`config.mk`:
```
export PLATFORM = sky130hd
export DESIGN_NAME = max_heap_priority_queue
export DESIGN_NICKNAME = d
export VERILOG_FILES = /design/src/rtl/mhpq_pkg.sv /design/src/rtl/mhpq_ram.sv /design/src/rtl/max_heap_priority_queue.sv
export SDC_FILE = /design/constraint.sdc
export NUM_CORES = 2
export LEC_CHECK = 0
export BUFFER_PORTS_ARGS = -buffer_cell sky130_fd_sc_hd__buf_2
export CAP_MARGIN = 10
export CORE_MARGIN = 4
export CORE_UTILIZATION = 38
export DETAILED_ROUTE_END_ITERATION = 10
export PLACE_DENSITY = 0.63
export RECOVER_POWER = 50
export SKIP_LAST_GASP = 1
export SYNTH_ARGS = -nofsm -noshare
export SYNTH_HDL_FRONTEND = slang
export SYNTH_HIERARCHICAL = 1
export SYNTH_SLANG_ARGS = --single-unit
```
`constraint.sdc`:
```
create_clock -name clk -period 7.7 [get_ports clk]
set_input_delay 0.77 -clock clk [delete_from_list [all_inputs] [get_ports clk]]
set_output_delay 0.77 -clock clk [all_outputs]
set_load 0.05 [all_outputs]
```
`src/rtl/mhpq_pkg.sv`:
```
// Shared types and constants for the max-heap priority queue.
package mhpq_pkg;

    localparam int DEFAULT_CAPACITY = 64;
    localparam int KEY_W            = 32;

    localparam logic signed [KEY_W-1:0] EMPTY_VALUE = {KEY_W{1'b1}};

    typedef enum logic [1:0] {
        OP_INSERT   = 2'd0,
        OP_EXTRACT  = 2'd1,
        OP_INCREASE = 2'd2,
        OP_PEEK     = 2'd3
    } op_t;

    typedef enum logic [2:0] {
        STAT_OK      = 3'd0,
        STAT_EMPTY   = 3'd1,
        STAT_FULL    = 3'd2,
        STAT_SMALLER = 3'd3,
        STAT_RANGE   = 3'd4
    } status_t;

    typedef enum logic [3:0] {
        S_IDLE,
        S_ROOT_RD,
        S_ROOT_CAP,
        S_LAST_CAP,
        S_INC_RD,
        S_INC_CMP,
        S_UP_RD,
        S_UP_CMP,
        S_DN_RDL,
        S_DN_RDR,
        S_DN_CMP,
        S_FINISH
    } state_t;

endpackage

```
`src/rtl/mhpq_ram.sv`:
```
// Generic single-write, single-read RAM with registered read data.
module mhpq_ram #(
    parameter int WIDTH = 32,
    parameter int DEPTH = 64,
    localparam int AW   = $clog2(DEPTH)
) (
    input  logic             clk,
    input  logic             wr_en,
    input  logic [AW-1:0]    wr_addr,
    input  logic [WIDTH-1:0] wr_data,
    input  logic [AW-1:0]    rd_addr,
    output logic [WIDTH-1:0] rd_data
);

    logic [WIDTH-1:0] mem_reg [DEPTH];
    logic [WIDTH-1:0] rd_data_reg;

    always_ff @(posedge clk)
    begin
        if (wr_en)
        begin
            mem_reg[wr_addr] <= wr_data;
        end
        rd_data_reg <= mem_reg[rd_addr];
    end

    assign rd_data = rd_data_reg;

endmodule

```
`src/rtl/max_heap_priority_queue.sv`:
```
// Binary max-heap priority queue of signed keys: sequencer, comparator and heap RAM.
//
// Request channel (request_valid / request_stall) carries operation, key_value and
// target_index; the result channel (result_valid / result_stall) returns result_value,
// status and entry_count, exactly one result item per request item.
// One item is worked on at a time: request_stall is high from acceptance until the
// sequencer is back in idle. Every heap read goes through one RAM read port with a
// registered read, and one signed comparator is shared by all steps.
// Steps from acceptance to result_valid (L = levels the entry moves):
//   full, empty or out-of-range request: straight to finish; peek: root read and capture;
//   insert: a parent read and compare per level of L, and a final write of the key;
//   increase-key reads and compares the target first; extract reads the root and the last
//   entry, then each level down reads both children before comparing.
// With CAPACITY = 64, L is at most 6 going up and 5 going down; the next request
// can be taken in the same cycle that result_valid rises.
// The finished result sits in an output register; a new request is taken while it
// waits, and only the final hand-off stalls until result_stall drops.
// Reset empties the heap (count zero) and clears result_valid; heap RAM is not cleared,
// as no entry at or above the count is ever used.
module max_heap_priority_queue #(
    parameter int CAPACITY = mhpq_pkg::DEFAULT_CAPACITY,
    localparam int IDX_W   = $clog2(CAPACITY),
    localparam int CNT_W   = $clog2(CAPACITY + 1),
    localparam int CH_W    = IDX_W + 2
) (
    input  logic                              clk,
    input  logic                              rst_n,
    input  logic                              request_valid,
    output logic                              request_stall,
    input  logic [1:0]                        operation,
    input  logic signed [mhpq_pkg::KEY_W-1:0] key_value,
    input  logic [IDX_W-1:0]                  target_index,
    output logic                              result_valid,
    input  logic                              result_stall,
    output logic signed [mhpq_pkg::KEY_W-1:0] result_value,
    output logic [2:0]                        status,
    output logic [CNT_W-1:0]                  entry_count
);

    localparam logic [CNT_W-1:0] CAP_CNT = CNT_W'(CAPACITY);

    mhpq_pkg::state_t  state_reg, state_next;
    mhpq_pkg::op_t     op_reg, op_next;
    mhpq_pkg::status_t res_status_reg, res_status_next;
    mhpq_pkg::status_t out_status_reg, out_status_next;

    logic signed [mhpq_pkg::KEY_W-1:0] key_reg, key_next;
    logic signed [mhpq_pkg::KEY_W-1:0] best_val_reg, best_val_next;
    logic signed [mhpq_pkg::KEY_W-1:0] res_value_reg, res_value_next;
    logic signed [mhpq_pkg::KEY_W-1:0] out_value_reg, out_value_next;
    logic        [IDX_W-1:0]           pos_reg, pos_next;
    logic        [CNT_W-1:0]           count_reg, count_next;
    logic        [CNT_W-1:0]           out_count_reg, out_count_next;
    logic                              best_left_reg, best_left_next;
    logic                              out_valid_reg, out_valid_next;

    logic                              wr_en;
    logic        [IDX_W-1:0]           wr_addr;
    logic        [mhpq_pkg::KEY_W-1:0] wr_data;
    logic        [IDX_W-1:0]           rd_addr;
    logic        [mhpq_pkg::KEY_W-1:0] rd_data;
    logic signed [mhpq_pkg::KEY_W-1:0] rd_key;

    logic signed [mhpq_pkg::KEY_W-1:0] cmp_a, cmp_b;
    logic                              cmp_gt;

    logic [CH_W-1:0]  left_idx, right_idx;
    logic [IDX_W-1:0] parent_idx;
    logic             right_in;

    mhpq_ram #(
        .WIDTH (mhpq_pkg::KEY_W),
        .DEPTH (CAPACITY)
    ) u_heap_ram (
        .clk     (clk),
        .wr_en   (wr_en),
        .wr_addr (wr_addr),
        .wr_data (wr_data),
        .rd_addr (rd_addr),
        .rd_data (rd_data)
    );

    assign rd_key = rd_data;

    assign left_idx   = CH_W'({pos_reg, 1'b0}) + CH_W'(1);
    assign right_idx  = left_idx + CH_W'(1);
    assign parent_idx = (pos_reg - IDX_W'(1)) >> 1;
    assign right_in   = right_idx < CH_W'(count_reg);

    // Shared comparator; sift-up puts the moving key on the left side.
    always_comb
    begin
        cmp_a = rd_key;
        cmp_b = key_reg;
        if (state_reg == mhpq_pkg::S_UP_CMP)
        begin
            cmp_a = key_reg;
            cmp_b = rd_key;
        end
        else if (state_reg == mhpq_pkg::S_DN_CMP)
        begin
            cmp_b = best_val_reg;
        end
    end

    assign cmp_gt = cmp_a > cmp_b;

    always_ff @(posedge clk or negedge rst_n)
    begin
        if (!rst_n)
        begin
            state_reg     <= mhpq_pkg::S_IDLE;
            count_reg     <= '0;
            out_valid_reg <= 1'b0;
        end
        else
        begin
            state_reg     <= state_next;
            count_reg     <= count_next;
            out_valid_reg <= out_valid_next;
        end
    end

    always_ff @(posedge clk)
    begin
        op_reg         <= op_next;
        key_reg        <= key_next;
        pos_reg        <= pos_next;
        best_val_reg   <= best_val_next;
        best_left_reg  <= best_left_next;
        res_value_reg  <= res_value_next;
        res_status_reg <= res_status_next;
        out_value_reg  <= out_value_next;
        out_status_reg <= out_status_next;
        out_count_reg  <= out_count_next;
    end

    // The moving key is held in key_reg; each level writes the entry that passes it
    // into the hole, and the key itself is written once where it stops.
    always_comb
    begin
        state_next      = state_reg;
        op_next         = op_reg;
        key_next        = key_reg;
        pos_next        = pos_reg;
        count_next      = count_reg;
        best_val_next   = best_val_reg;
        best_left_next  = best_left_reg;
        res_value_next  = res_value_reg;
        res_status_next = res_status_reg;
        out_valid_next  = out_valid_reg && result_stall;
        out_value_next  = out_value_reg;
        out_status_next = out_status_reg;
        out_count_next  = out_count_reg;
        rd_addr         = pos_reg;
        wr_en           = 1'b0;
        wr_addr         = pos_reg;
        wr_data         = key_reg;

        case (state_reg)
            mhpq_pkg::S_IDLE:
            begin
                if (request_valid)
                begin
                    op_next         = mhpq_pkg::op_t'(operation);
                    key_next        = key_value;
                    res_value_next  = '0;
                    res_status_next = mhpq_pkg::STAT_OK;
                    case (mhpq_pkg::op_t'(operation))
                        mhpq_pkg::OP_INSERT:
                        begin
                            if (count_reg == CAP_CNT)
                            begin
                                res_status_next = mhpq_pkg::STAT_FULL;
                                state_next      = mhpq_pkg::S_FINISH;
                            end
                            else
                            begin
                                pos_next   = count_reg[IDX_W-1:0];
                                count_next = count_reg + CNT_W'(1);
                                state_next = mhpq_pkg::S_UP_RD;
                            end
                        end
                        mhpq_pkg::OP_EXTRACT:
                        begin
                            if (count_reg == '0)
                            begin
                                res_value_next  = mhpq_pkg::EMPTY_VALUE;
                                res_status_next = mhpq_pkg::STAT_EMPTY;
                                state_next      = mhpq_pkg::S_FINISH;
                            end
                            else
                            begin
                                count_next = count_reg - CNT_W'(1);
                                state_next = mhpq_pkg::S_ROOT_RD;
                            end
                        end
                        mhpq_pkg::OP_INCREASE:
                        begin
                            if (CNT_W'(target_index) >= count_reg)
                            begin
                                res_status_next = mhpq_pkg::STAT_RANGE;
                                state_next      = mhpq_pkg::S_FINISH;
                            end
                            else
                            begin
                                pos_next   = target_index;
                                state_next = mhpq_pkg::S_INC_RD;
                            end
                        end
                        mhpq_pkg::OP_PEEK:
                        begin
                            if (count_reg == '0)
                            begin
                                res_value_next  = mhpq_pkg::EMPTY_VALUE;
                                res_status_next = mhpq_pkg::STAT_EMPTY;
                                state_next      = mhpq_pkg::S_FINISH;
                            end
                            else
                            begin
                                state_next = mhpq_pkg::S_ROOT_RD;
                            end
                        end
                        default:
                        begin
                            state_next = mhpq_pkg::S_IDLE;
                        end
                    endcase
                end
            end

            mhpq_pkg::S_ROOT_RD:
            begin
                rd_addr    = '0;
                state_next = mhpq_pkg::S_ROOT_CAP;
            end

            mhpq_pkg::S_ROOT_CAP:
            begin
                res_value_next = rd_key;
                if (op_reg == mhpq_pkg::OP_EXTRACT)
                begin
                    // count already decremented: it now points at the last entry
                    rd_addr    = count_reg[IDX_W-1:0];
                    state_next = mhpq_pkg::S_LAST_CAP;
                end
                else
                begin
                    state_next = mhpq_pkg::S_FINISH;
                end
            end

            mhpq_pkg::S_LAST_CAP:
            begin
                key_next   = rd_key;
                pos_next   = '0;
                state_next = mhpq_pkg::S_DN_RDL;
            end

            mhpq_pkg::S_DN_RDL:
            begin
                if (left_idx >= CH_W'(count_reg))
                begin
                    wr_en      = 1'b1;
                    state_next = mhpq_pkg::S_FINISH;
                end
                else
                begin
                    rd_addr    = left_idx[IDX_W-1:0];
                    state_next = mhpq_pkg::S_DN_RDR;
                end
            end

            mhpq_pkg::S_DN_RDR:
            begin
                // right address may lie past the count; its data is then ignored
                rd_addr = right_idx[IDX_W-1:0];
                if (cmp_gt)
                begin
                    best_val_next  = rd_key;
                    best_left_next = 1'b1;
                end
                else
                begin
                    best_val_next  = key_reg;
                    best_left_next = 1'b0;
                end
                state_next = mhpq_pkg::S_DN_CMP;
            end

            mhpq_pkg::S_DN_CMP:
            begin
                wr_en = 1'b1;
                if (right_in && cmp_gt)
                begin
                    wr_data    = rd_key;
                    pos_next   = right_idx[IDX_W-1:0];
                    state_next = mhpq_pkg::S_DN_RDL;
                end
                else if (best_left_reg)
                begin
                    wr_data    = best_val_reg;
                    pos_next   = left_idx[IDX_W-1:0];
                    state_next = mhpq_pkg::S_DN_RDL;
                end
                else
                begin
                    state_next = mhpq_pkg::S_FINISH;
                end
            end

            mhpq_pkg::S_INC_RD:
            begin
                state_next = mhpq_pkg::S_INC_CMP;
            end

            mhpq_pkg::S_INC_CMP:
            begin
                // equal key is accepted
                if (cmp_gt)
                begin
                    res_status_next = mhpq_pkg::STAT_SMALLER;
                    state_next      = mhpq_pkg::S_FINISH;
                end
                else
                begin
                    state_next = mhpq_pkg::S_UP_RD;
                end
            end

            mhpq_pkg::S_UP_RD:
            begin
                if (pos_reg == '0)
                begin
                    wr_en      = 1'b1;
                    state_next = mhpq_pkg::S_FINISH;
                end
                else
                begin
                    rd_addr    = parent_idx;
                    state_next = mhpq_pkg::S_UP_CMP;
                end
            end

            mhpq_pkg::S_UP_CMP:
            begin
                wr_en = 1'b1;
                if (cmp_gt)
                begin
                    wr_data    = rd_key;
                    pos_next   = parent_idx;
                    state_next = mhpq_pkg::S_UP_RD;
                end
                else
                begin
                    state_next = mhpq_pkg::S_FINISH;
                end
            end

            mhpq_pkg::S_FINISH:
            begin
                if (!(out_valid_reg && result_stall))
                begin
                    out_valid_next  = 1'b1;
                    out_value_next  = res_value_reg;
                    out_status_next = res_status_reg;
                    out_count_next  = count_reg;
                    state_next      = mhpq_pkg::S_IDLE;
                end
            end

            default:
            begin
                state_next = mhpq_pkg::S_IDLE;
            end
        endcase
    end

    assign request_stall = (state_reg != mhpq_pkg::S_IDLE);
    assign result_valid  = out_valid_reg;
    assign result_value  = out_value_reg;
    assign status        = out_status_reg;
    assign entry_count   = out_count_reg;

endmodule

```
### Word-level counts from Yosys, hierarchy flattened

Memory sizes are Yosys's and may differ from the RTL's. A register that Yosys moved wholly into a read port is not among the register bits.
Cells that the tools add are included.

| operators by class | value |
|---|---|
| muxes and demuxes | 56 |
| equality and inequality tests | 26 |
| add/subtract/negate cells | 5 |
| bitwise gates (word level) | 1 |
| order comparisons | 4 |
| reductions and logical operators | 22 |

Operator list:

| cell | number |
|---|---|
| $mux W32 | 10 |
| $pmux W32 S2 | 3 |
| $mux W6 | 9 |
| $pmux W4 S12 | 1 |
| $mux W4 | 9 |
| $gt A32 B32 Y1 | 1 |
| $pmux W6 S5 | 1 |
| $pmux W6 S4 | 1 |
| $eq A4 B3 Y1 const B | 4 |
| $eq A4 B4 Y1 const B | 4 |
| $mux W7 | 2 |
| $pmux W7 S2 | 1 |
| $ne A2 B2 Y1 const B | 6 |
| $pmux W4 S3 | 1 |
| $pmux W6 S2 | 1 |
| $reduce_and A2 Y1 | 5 |
| $mux W3 | 3 |
| $pmux W3 S3 | 1 |
| $add A7 B1 Y8 const B | 1 |
| $add A8 B1 Y8 const B | 1 |
| $eq A4 B2 Y1 const B | 2 |
| $ge A8 B7 Y1 | 1 |
| $lt A8 B7 Y1 | 1 |
| $mux W2 | 4 |
| other kinds (26) | 41 |

| word-level totals | value |
|---|---|
| input port bits | 44 |
| output and inout port bits | 44 |
| flip-flop bits (word level) | 162 |
| word-level logic and storage cells | 128 |
| bits in writable memories | 2048 |
| memories kept | 1 |

Memories:

| name | words | bits a word | rd ports | clocked after Yosys merged registers in | write ports | line | text |
|---|---|---|---|---|---|---|---|
| u_heap_ram.mem_reg | 64 | 32 | 1 | 1 | 1 | mhpq_ram.sv:15 | `logic [WIDTH-1:0] mem_reg [DEPTH];` |

### Depth between registers and ports, before layout

| logic depth | value |
|---|---|
| depth after elaboration | 7 |
| gate-level depth with buffers | 21 |
| depth with buffers taken out | 14 |

### Hierarchy

Netlist, hierarchy kept.

Modules (own cells, without submodules):

| module | area an instance (µm²) | cells each | seq. area each (µm²) | times used |
|---|---|---|---|---|
| mhpq_ram | 78520.3 | 3324 | 62139.6 | 1 |
| max_heap_priority_queue | 10092.2 | 1075 | 4804.6 | 1 |

### Worst setup path before layout

Ideal clock, no wire load.

| timing path | value |
|---|---|
| path type | register to register |
| start | register pos_reg[0] |
| end | memory u_heap_ram.mem_reg[48][0], enable pin |
| library setup time | 0.461 ns |
| arrival time | 4.885 ns |
| path slack | 2.354 ns |
| data required time | 7.239 ns |
| buffers on the path | 2 |
| cell stages (with the launch flop) | 14 |
| clock period less this slack | 5.346 ns |
| cell sequence | edfxtp_1 clkbuf_1 inv_1 ha_1 nand2b_1 a21boi_0 o21a_1 o21ai_0 a21o_1 clkbuf_1 o21ai_0 nor2b_1 nand4b_1 nor3_1 |

| between the ends | value |
|---|---|
| longest elaborated chain between the ends | 6 |
| elaborated cells between the ends (all ways) | 8 |
| those cells by class | add/sub (1); order compare (1); mux (5); reduce/logical (1) |

RTL lines:

| what | line | text |
|---|---|---|
| from (decl) | max_heap_priority_queue.sv:51 | `logic [IDX_W-1:0] pos_reg, pos_next;` |
| from (signal assigned) | max_heap_priority_queue.sv:128 | `pos_reg <= pos_next;` |
| $add A7 B1 Y8 | max_heap_priority_queue.sv:85 | `assign left_idx = CH_W'({pos_reg, 1'b0}) + CH_W'(1);` |
| $ge A8 B7 Y1 | max_heap_priority_queue.sv:262 | `if (left_idx >= CH_W'(count_reg))` |
| $mux W1 | max_heap_priority_queue.sv:262 |  |
| $pmux W1 S3 * | max_heap_priority_queue.sv:160 | `case (state_reg)` |
| net wr_en | max_heap_priority_queue.sv:57 | `logic wr_en;` |
| $mux W1 * | mhpq_ram.sv:20 | `if (wr_en)` |
| $mux W1 (implied by the code) * | mhpq_ram.sv:22 | `mem_reg[wr_addr] <= wr_data;` |
| to (decl) | mhpq_ram.sv:15 |  |

Mark *: on every way through the listed nets, which the timed path passes. The rest lies on a longest branch.

### Worst setup path after layout

| timing path | value |
|---|---|
| start | register pos_reg[0] |
| end | memory u_heap_ram.mem_reg[25][18], enable pin |

Same word-level chain as after synthesis.

==> impl_metrics.json <==
{
  "core_area_um2": 232000,
  "path_class": "reg2reg",
  "cp_data_arrival_time_ns": 7.68,
  "vias": 46700,
  "peakVddDrop_uv": 792,
  "worst_pin_slew_ns": 3.99,
  "final_area_um2": 100000,
  "synth-xor-area-share": 0.00138,
  "placed_cells": 7414,
  "synth-edff-count": 2198,
  "utilization": 0.432,
  "crit_path_start_kind": "flop",
  "power_leakage_nw": 31.5,
  "finalClockSkew_ns": 0.0332,
  "die_y_um": 491,
  "firstDrtPassIters": 6,
  "syn_inst": 4399,
  "numCtsBuffers": 217,
  "setup_viol": 0,
  "top_level_ports": 88,
  "clk_path_buf_depth": 3,
  "path_max_fanout": 18,
  "drt-initial-drc-count": 7051,
  "grt_pass1_wl_mm": 352,
  "async_flop_share": 0.00535,
  "cts_root_buf": "clkbuf_16",
  "num-nets-final": 4697,
  "dpl-instance-area_um2": 93600,
  "grt_usage": 0.205,
  "initial_utilization": 0.381,
  "drtAntennaViolNets": 0,
  "synth_compound_area_frac": 0.0354,
  "drive_gt1_frac": 0.233,
  "min_path_type": "in2reg",
  "final_common_cell": "edfxtp_1",
  "finalHoldViolCount": 0,
  "num_rows": 177,
  "synth_top_family_by_area": "multiplexers",
  "worstSkewPairLatency_ns": 0.86,
  "path_clk_slew_ns": 0.07,
  "ys.flop_type": "edfxtp_1",
  "syn_nets": 4501,
  "cts_sinks": 2242,
  "finalCritPeriodShare": 0.938,
  "avgSynthCellArea_um2": 20.1,
  "die_w_um": 491,
  "rsz0062_at_grt": "no",
  "dp_slack_ns": 1.27,
  "grt_max_degree": 122,
  "synthToLayoutAreaGrowth_pct": 13.2,
  "cts-resized-gates": 0,
  "dieArea_um2": 241000,
  "cellPowerDensity_nw_per_um2": 509,
  "largest_reg_flops": 2048,
  "min_period_ns": 7.22,
  "drv_cap": 70,
  "final_cell_mix": "edfxtp_1, mux4_2, nand2_1",
  "via_per_inst": 5.96,
  "yosys.area_share.simple": 0.0303,
  "grt_pass1_vias": 45000,
  "synthMuxAreaShare": 0.154,
  "final.fill_count": 19700,
  "drc_errors": 0,
  "relSlewSlack": -1.66,
  "antenna_found_initial": 8,
  "synth_cell_types": 78,
  "wl_per_cell_um": 32.2,
  "finalWirelength_mm": 252,
  "gp_congestion": 0.937,
  "violations": "max-capacitance violations, max-slew violations",
  "cts_hold_buf": 1,
  "cts_tree": "yes",
  "endpoint_kind": "flop",
  "drv_slew": 1429,
  "synth-seq-cells": 2242,
  "grt_overflow": 0,
  "tns_ns": 0,
  "yosysWarnings": 6,
  "synth_adder_area_share": 0.00827,
  "layoutNonFillerInstCount": 7826,
  "seq_area_frac_synth": 0.755,
  "post_cts_buffers": 0,
  "synth_area_um2": 88600,
  "dp_hpwl_mm": 142,
  "cts.htree.levels": 4,
  "io_buffer_count": 87,
  "fmax_ghz": 0.138,
  "status": "finished, violations left",
  "required_ns": 8.16,
  "setup_slack_ns": 0.476
}
cell usage after synthesis, drive strengths merged, types with 7 or more instances:
library cell / count / area share
edfxtp: 2198 / 0.74
mux4: 544 / 0.14
nand2: 292 / 0.012
nor2: 203 / 0.0086
a21oi: 162 / 0.0093
buf: 132 / 0.0083
clkbuf: 116 / 0.0049
mux2i: 99 / 0.011
o22ai: 86 / 0.0061
o21ai: 73 / 0.0041
ha: 57 / 0.0080
inv: 53 / 0.0022
o221ai: 34 / 0.0034
mux2: 33 / 0.0042
a221o: 32 / 0.0036
dfxtp: 32 / 0.0072
nand2b: 22 / 0.0016
nor2b: 20 / 0.0014
nor3: 18 / 0.0010
nand3: 15 / 0.00085
a22oi: 12 / 0.0010
dfrtp: 12 / 0.0034
nand4: 11 / 0.00078
a211oi: 9 / 0.00082
a21o: 9 / 0.00076
a311oi: 8 / 0.00079
and3: 7 / 0.00049
or3: 7 / 0.00049
xnor2: 7 / 0.00069
xor2: 7 / 0.00069
power breakdown:
group | internal, mW | leakage [nW] | total (mW) | switching, mW
Sequential | 16.6 | 20.2 | 17.3 | 0.732
Clock | 6.34 | 3.55 | 10.9 | 4.58
Combinational | 8.84 | 7.73 | 22.8 | 14.0
worst max-delay path, stage by stage, from the launching register on:
cell and delay (ns):
edfxtp_1 0.71, inv_1 0.22, ha_1 0.33, nand2b_1 0.14, a21boi_0 0.19, o21a_1 0.13
o21ai_0 0.10, a21o_1 0.30, o21ai_0 0.70, nand3_1 0.63, nor2_1 2.36, clkbuf_2 0.97
per-stage QoR:
step / total power [mW] / hold slack, ns
after floorplan: 32.5 / 0.400
after global placement: 40.1 / 0.403
after detailed placement: 40.4 / 0.405
after CTS: 51.2 / 0.154
after global routing: 53.1 / 0.205
final: 51.1 / 0.228
area by class of cell:
cell class / instances / area, um2 / share of cell area
clock inverter: 141 / 1610 / 0.0160
tap: 3043 / 3810 / 0.0379
sequential: 2242 / 66900 / 0.667
clock buffer: 264 / 5730 / 0.0571
timing repair buffer: 225 / 1520 / 0.0152
inverter: 53 / 199 / 0.00198
antenna: 2 / 5.00 / 0.0000499
multi-input combinational: 1856 / 20500 / 0.205
routing by layer:
metal  global-route usage  vias to the layer above  wire length [um]
li1                     -                    18600                 -
met1                0.297                    24900            102000
met2                0.303                     2784            113000
met3               0.0524                      434             28700
met4               0.0661                        4              8240
met5                    0                        -                27
path summary, 6_finish.rpt:
check                                             from                                    to  slack [ns]  cells past startpoint
min in group asynchronous                        rst_n              count_reg[1]$_DFFE_PN0P_        0.54                      2
hold reg to reg            res_value_reg[22]$_DFFE_PP_            result_value[22]$_DFFE_PP_        0.42                      0
setup reg to reg                  pos_reg[0]$_DFFE_PP_  u_heap_ram/mem_reg[25][18]$_DFFE_PP_        0.48                     11
hold / removal                           key_value[29]                 key_reg[29]$_DFFE_PP_        0.23                      2
max in group asynchronous                        rst_n              count_reg[4]$_DFFE_PN0P_        6.63                      2
setup / recovery                  pos_reg[0]$_DFFE_PP_  u_heap_ram/mem_reg[25][18]$_DFFE_PP_        0.48                     11
logic make-up (layout without fill, tap and decap cells):
| logic type | count (synthesis) | after routing |
|---|---|---|
| compound gates | 482 | 482 |
| xor+xnor | 14 | 14 |
| fa+ha+maj | 58 | 58 |
| buf+inv | 301 | 683 |
| flops | 2242 | 2242 |
| mux | 676 | 676 |
| other cells | 0 | 2 |
| simple gates | 626 | 626 |
Note: power is estimated with default switching activity, not from simulation.
